File: config.mk
export PLATFORM = sky130hd
export DESIGN_NAME = lfu_ctrl
export DESIGN_NICKNAME = d
export VERILOG_FILES = /design/src/rtl/core/lfu_pkg.sv /design/src/rtl/core/lfu_ctrl.sv
export SDC_FILE = /design/constraint.sdc
export NUM_CORES = 1
export LEC_CHECK = 0
export ABC_AREA = 1
export CAP_MARGIN = 20
export CORE_AREA = 2 2 39 41
export DETAILED_ROUTE_END_ITERATION = 7
export DIE_AREA = 0 0 41 43
export DONT_BUFFER_PORTS = 1
export PLACE_DENSITY = 0.39
export SLEW_MARGIN = 0
export SYNTH_ARGS = -nofsm -noshare
export SYNTH_HDL_FRONTEND = slang
export SYNTH_SLANG_ARGS = --single-unit
File: constraint.sdc
create_clock -name clk -period 1.58 [get_ports clk]
set_input_delay 0.158 -clock clk [delete_from_list [all_inputs] [get_ports clk]]
set_output_delay 0.158 -clock clk [all_outputs]
set_load 0.1 [all_outputs]
File: src/rtl/core/lfu_pkg.sv
// ----------------------------------------------------------------------------
// lfu_pkg
// Shared widths, constants, controller state type and the command and
// status groups between the controller and the datapath.
// ----------------------------------------------------------------------------
package lfu_pkg;

  localparam int KEY_W     = 32;
  localparam int CNT_W     = 16;
  localparam int STAMP_W   = 32;
  localparam int HITS_W    = 32;
  localparam int CAP_W     = 7;
  localparam int ENTRIES_DEFAULT = 64;

  localparam logic [CAP_W-1:0] CAP_RESET = 7'd64;
  localparam logic [CNT_W-1:0] COUNT_MAX = 16'hFFFF;
  localparam logic [CNT_W-1:0] COUNT_ONE = 16'd1;

  typedef enum logic [1:0] {
    ST_IDLE,
    ST_SCAN,
    ST_DRAIN,
    ST_FINISH
  } state_t;

  typedef struct packed {
    logic start;
    logic issue;
    logic finish;
  } cmd_t;

  typedef struct packed {
    logic occ_zero;
    logic last_issue;
    logic out_free;
  } status_t;

endpackage

File: src/rtl/core/lfu_ctrl.sv
// ----------------------------------------------------------------------------
// lfu_ctrl
// Sequencer for one access: accept, scan the filled slots and drain the last
// read (skipped when empty), then commit the update and load the result word.
// ----------------------------------------------------------------------------
module lfu_ctrl
  import lfu_pkg::*;
(
  input  logic    clk,
  input  logic    rst,
  input  logic    in_valid,
  output logic    in_ready,
  input  status_t status,
  output cmd_t    cmd
);

  state_t state, state_next;

  always_ff @(posedge clk) begin
    if (rst) begin
      state <= ST_IDLE;
    end else begin
      state <= state_next;
    end
  end

  always_comb begin
    state_next = state;
    unique case (state)
      ST_IDLE: begin
        if (in_valid) begin
          state_next = status.occ_zero ? ST_FINISH : ST_SCAN;
        end
      end
      ST_SCAN: begin
        if (status.last_issue) begin
          state_next = ST_DRAIN;
        end
      end
      ST_DRAIN: state_next = ST_FINISH;
      ST_FINISH: begin
        if (status.out_free) begin
          state_next = ST_IDLE;
        end
      end
      default: state_next = ST_IDLE;
    endcase
  end

  always_comb begin
    in_ready   = 1'b0;
    cmd        = '0;
    unique case (state)
      ST_IDLE: begin
        in_ready  = 1'b1;
        cmd.start = in_valid;
      end
      ST_SCAN:   cmd.issue  = 1'b1;
      ST_DRAIN:  cmd        = '0;
      ST_FINISH: cmd.finish = status.out_free;
      default:   cmd        = '0;
    endcase
  end

endmodule

Word-level counts from Yosys, hierarchy flattened
Index checks and enable logic that the tools add are counted.

Equal/unequal tests: 6. Reduce and logical (&&, ||, !) cells: 2. Multiplexer cells: 9.

Operator list (number): $mux 2 (4); $pmux 2 s4 (1); $ne 2x2->1 const B (3); $eq 2x2->1 const B (2); $mux 1 (4); $reduce_and 3->1 (1); $eq 2x1->1 const B (1); $logic_not 2->1 (1).

Register bits: 2. Input bits: 6. Logic and storage cells: 18. Output and inout bits: 4.

Depth between registers and ports, before layout
Word-level depth: 3. Mapped depth: 7. Depth with buffers taken out: 7.

Least setup slack after synthesis
No wires, ideal clock.

Path type: reg2out. Start: register state[0]. End: output cmd[2] (netlist name). Buffers on the path: 0. Arrival time: 1.980 ns. Data required time: 1.422 ns. Stages on the path, launching flop included: 5. Slack: -0.558 ns. Cells stage by stage: dfxtp_1 -> inv_1 -> ha_1 -> nand2_1 -> inv_1.

RTL lines: from (decl) (line lfu_ctrl.sv:17) `state_t state, state_next;`; from (signal assigned) (line lfu_ctrl.sv:23) `state <= state_next;`; to (decl) (line lfu_ctrl.sv:14) `output cmd_t cmd`.

==> flow_summary.json <==
{
  "fin_util_pct": 21.25,
  "final_common_cell": "nand2_1",
  "cts_resized": 0,
  "remaining_drc_errors": 0,
  "relSlewSlack_pct": 81.63,
  "nets": 51,
  "io_pins": 10,
  "critical_path.max_fanout": 6,
  "clock.fmax_mhz": 702.6,
  "ys_ff_latch": 2,
  "n_antenna_cell": 0,
  "syn-num-nets": 42,
  "grt_use_total_pct": 6.012,
  "arrival_ns": 1.27,
  "tritoncts": "yes",
  "die_area_um2": 1763,
  "ant_nets": 0,
  "top_regs": "state x2",
  "overflow": 0,
  "clock_latency_ns": 0.23,
  "worstPathRequired_ns": 1.42,
  "place_inst": 52,
  "fp-row-count": 14,
  "initial_core_util_pct": 14.47,
  "design_area_um2": 294.0,
  "die_h_um": 43,
  "netlist_area_um2": 200.2,
  "drv_slew": 0,
  "area_growth_pct": 46.87,
  "rsz0062_at_grt": "no",
  "fin_crit_sh_pct": 90.09,
  "drive_gt1_share_pct": 30.77,
  "routedWlPerCell_um": 6.964,
  "clk_pin_slew_ns": 0.03,
  "status": "finished, final reports clean",
  "grt_max_degree": 7,
  "largest-register": "state",
  "ys_types": 9,
  "root_buffer": "clkbuf_4",
  "cts_max_level": 1,
  "ys.warnings.count": 0,
  "cts_num_sinks": 2,
  "cts_hold_buf": 0,
  "core_area_um2": 1384,
  "yosysSeqAreaShare_pct": 20.00,
  "syn_inst": 32,
  "cts_made_buffers": 3,
  "vias_per_cell": 3.418,
  "dp_hpwl_um": 306,
  "drt_iter0_drc": 1,
  "gp_congestion": 0.6462,
  "setup_tns_ns": 0,
  "die_w_um": 41,
  "maxCapViolations": 0,
  "regArea_um2": 40.04,
  "multi_input_area_um2": 131.4,
  "mostFrequentLayoutCells": "9 x nand2_1, 8 x inv_1, 4 x nor2_1",
  "grt_pass1_wl_um": 627,
  "critPathKind": "reg -> out",
  "post_cts_buffers": 0,
  "vias": 188,
  "critPathLaunchType": "flop",
  "worstMarginPinSlew_ns": 0.2778,
  "cts_buffer_depth": 2,
  "fillers": 168,
  "hold_viol": 0,
  "avgSynthCellArea_um2": 6.256,
  "largest_register_ff_count": 2,
  "dr.pass1.iters": 2,
  "wirelength_um": 383,
  "finClkSkew_ns": 0.005719,
  "final-setup-viol-count": 0,
  "min_path_type": "in -> reg",
  "fin_crit_ns": 1.423,
  "final_cells": 55,
  "antenna_found_initial": 0,
  "io_buffers": 0,
  "dpl_cell_area_um2": 271.5,
  "endpoint_kind": "primary output",
  "grt_pass1_vias": 168
}
[stage by stage]
stage                     setup slack [ns]  hold slack (ns)
after detailed placement            0.3859           0.3263
after floorplan                   -0.07964           0.3133
final                               0.1566          0.08613
after CTS                           0.1277          0.07414
after global routing               0.08076           0.1113
after global placement              0.3839           0.3322
[critical path, cell delays in order, from the launching register on]
cell and delay [ns]:
dfxtp_1 0.35, inv_1 0.09, ha_2 0.22, nand2_1 0.10, clkinvlp_4 0.10, buf_12 0.17
[cell type report]
type / instances / area share (%)
Sequential cell: 2 / 13.62
Clock buffer: 3 / 7.660
Timing Repair Buffer: 4 / 14.47
Multi-Input combinational cell: 21 / 44.68
Tap cell: 16 / 6.809
Inverter: 9 / 12.77
[cell usage after synthesis]
cell type / n / share of area [%]
ha_1: 4 / 25
dfxtp_1: 2 / 20
or2_1: 1 / 3.1
o21ai_0: 1 / 2.5
nor2_1: 4 / 7.5
inv_1: 9 / 17
nand2_2: 1 / 3.1
nand3_2: 1 / 5.0
nand2_1: 9 / 17
[per-layer routing]
layer,share of wire (%),up-vias,global-route usage (%)
li1,-,104,-
met1,44,74,5.751
met2,42,10,7.187
met3,14,0,5.236
met4,0,0,6.000
met5,0,-,0
[cells by family (layout without fill, tap and decap cells)]
logic type               count (synthesis)  count (layout)  share of synthesized area (%)
adder cells (fa/ha/maj)                  4               4                          25.00
AND/OR/NAND/NOR                         16              16                          35.63
buffers and inverters                    9              16                          16.87
flip-flops                               2               2                          20.00
AO/OA/AOI/OAI                            1               1                          2.498
[worst paths after layout]
kind,end,cells past startpoint,from,slack [ns]
setup reg to reg,state[1],6,state[0],0.40
setup / recovery,cmd[2],5,state[0],0.16
hold reg to reg,state[0],4,state[0],0.61
hold / removal,state[0],3,rst,0.09
Power is not shown: default switching activity piles up to over one toggle a cycle in this logic, so the estimate is an artifact.
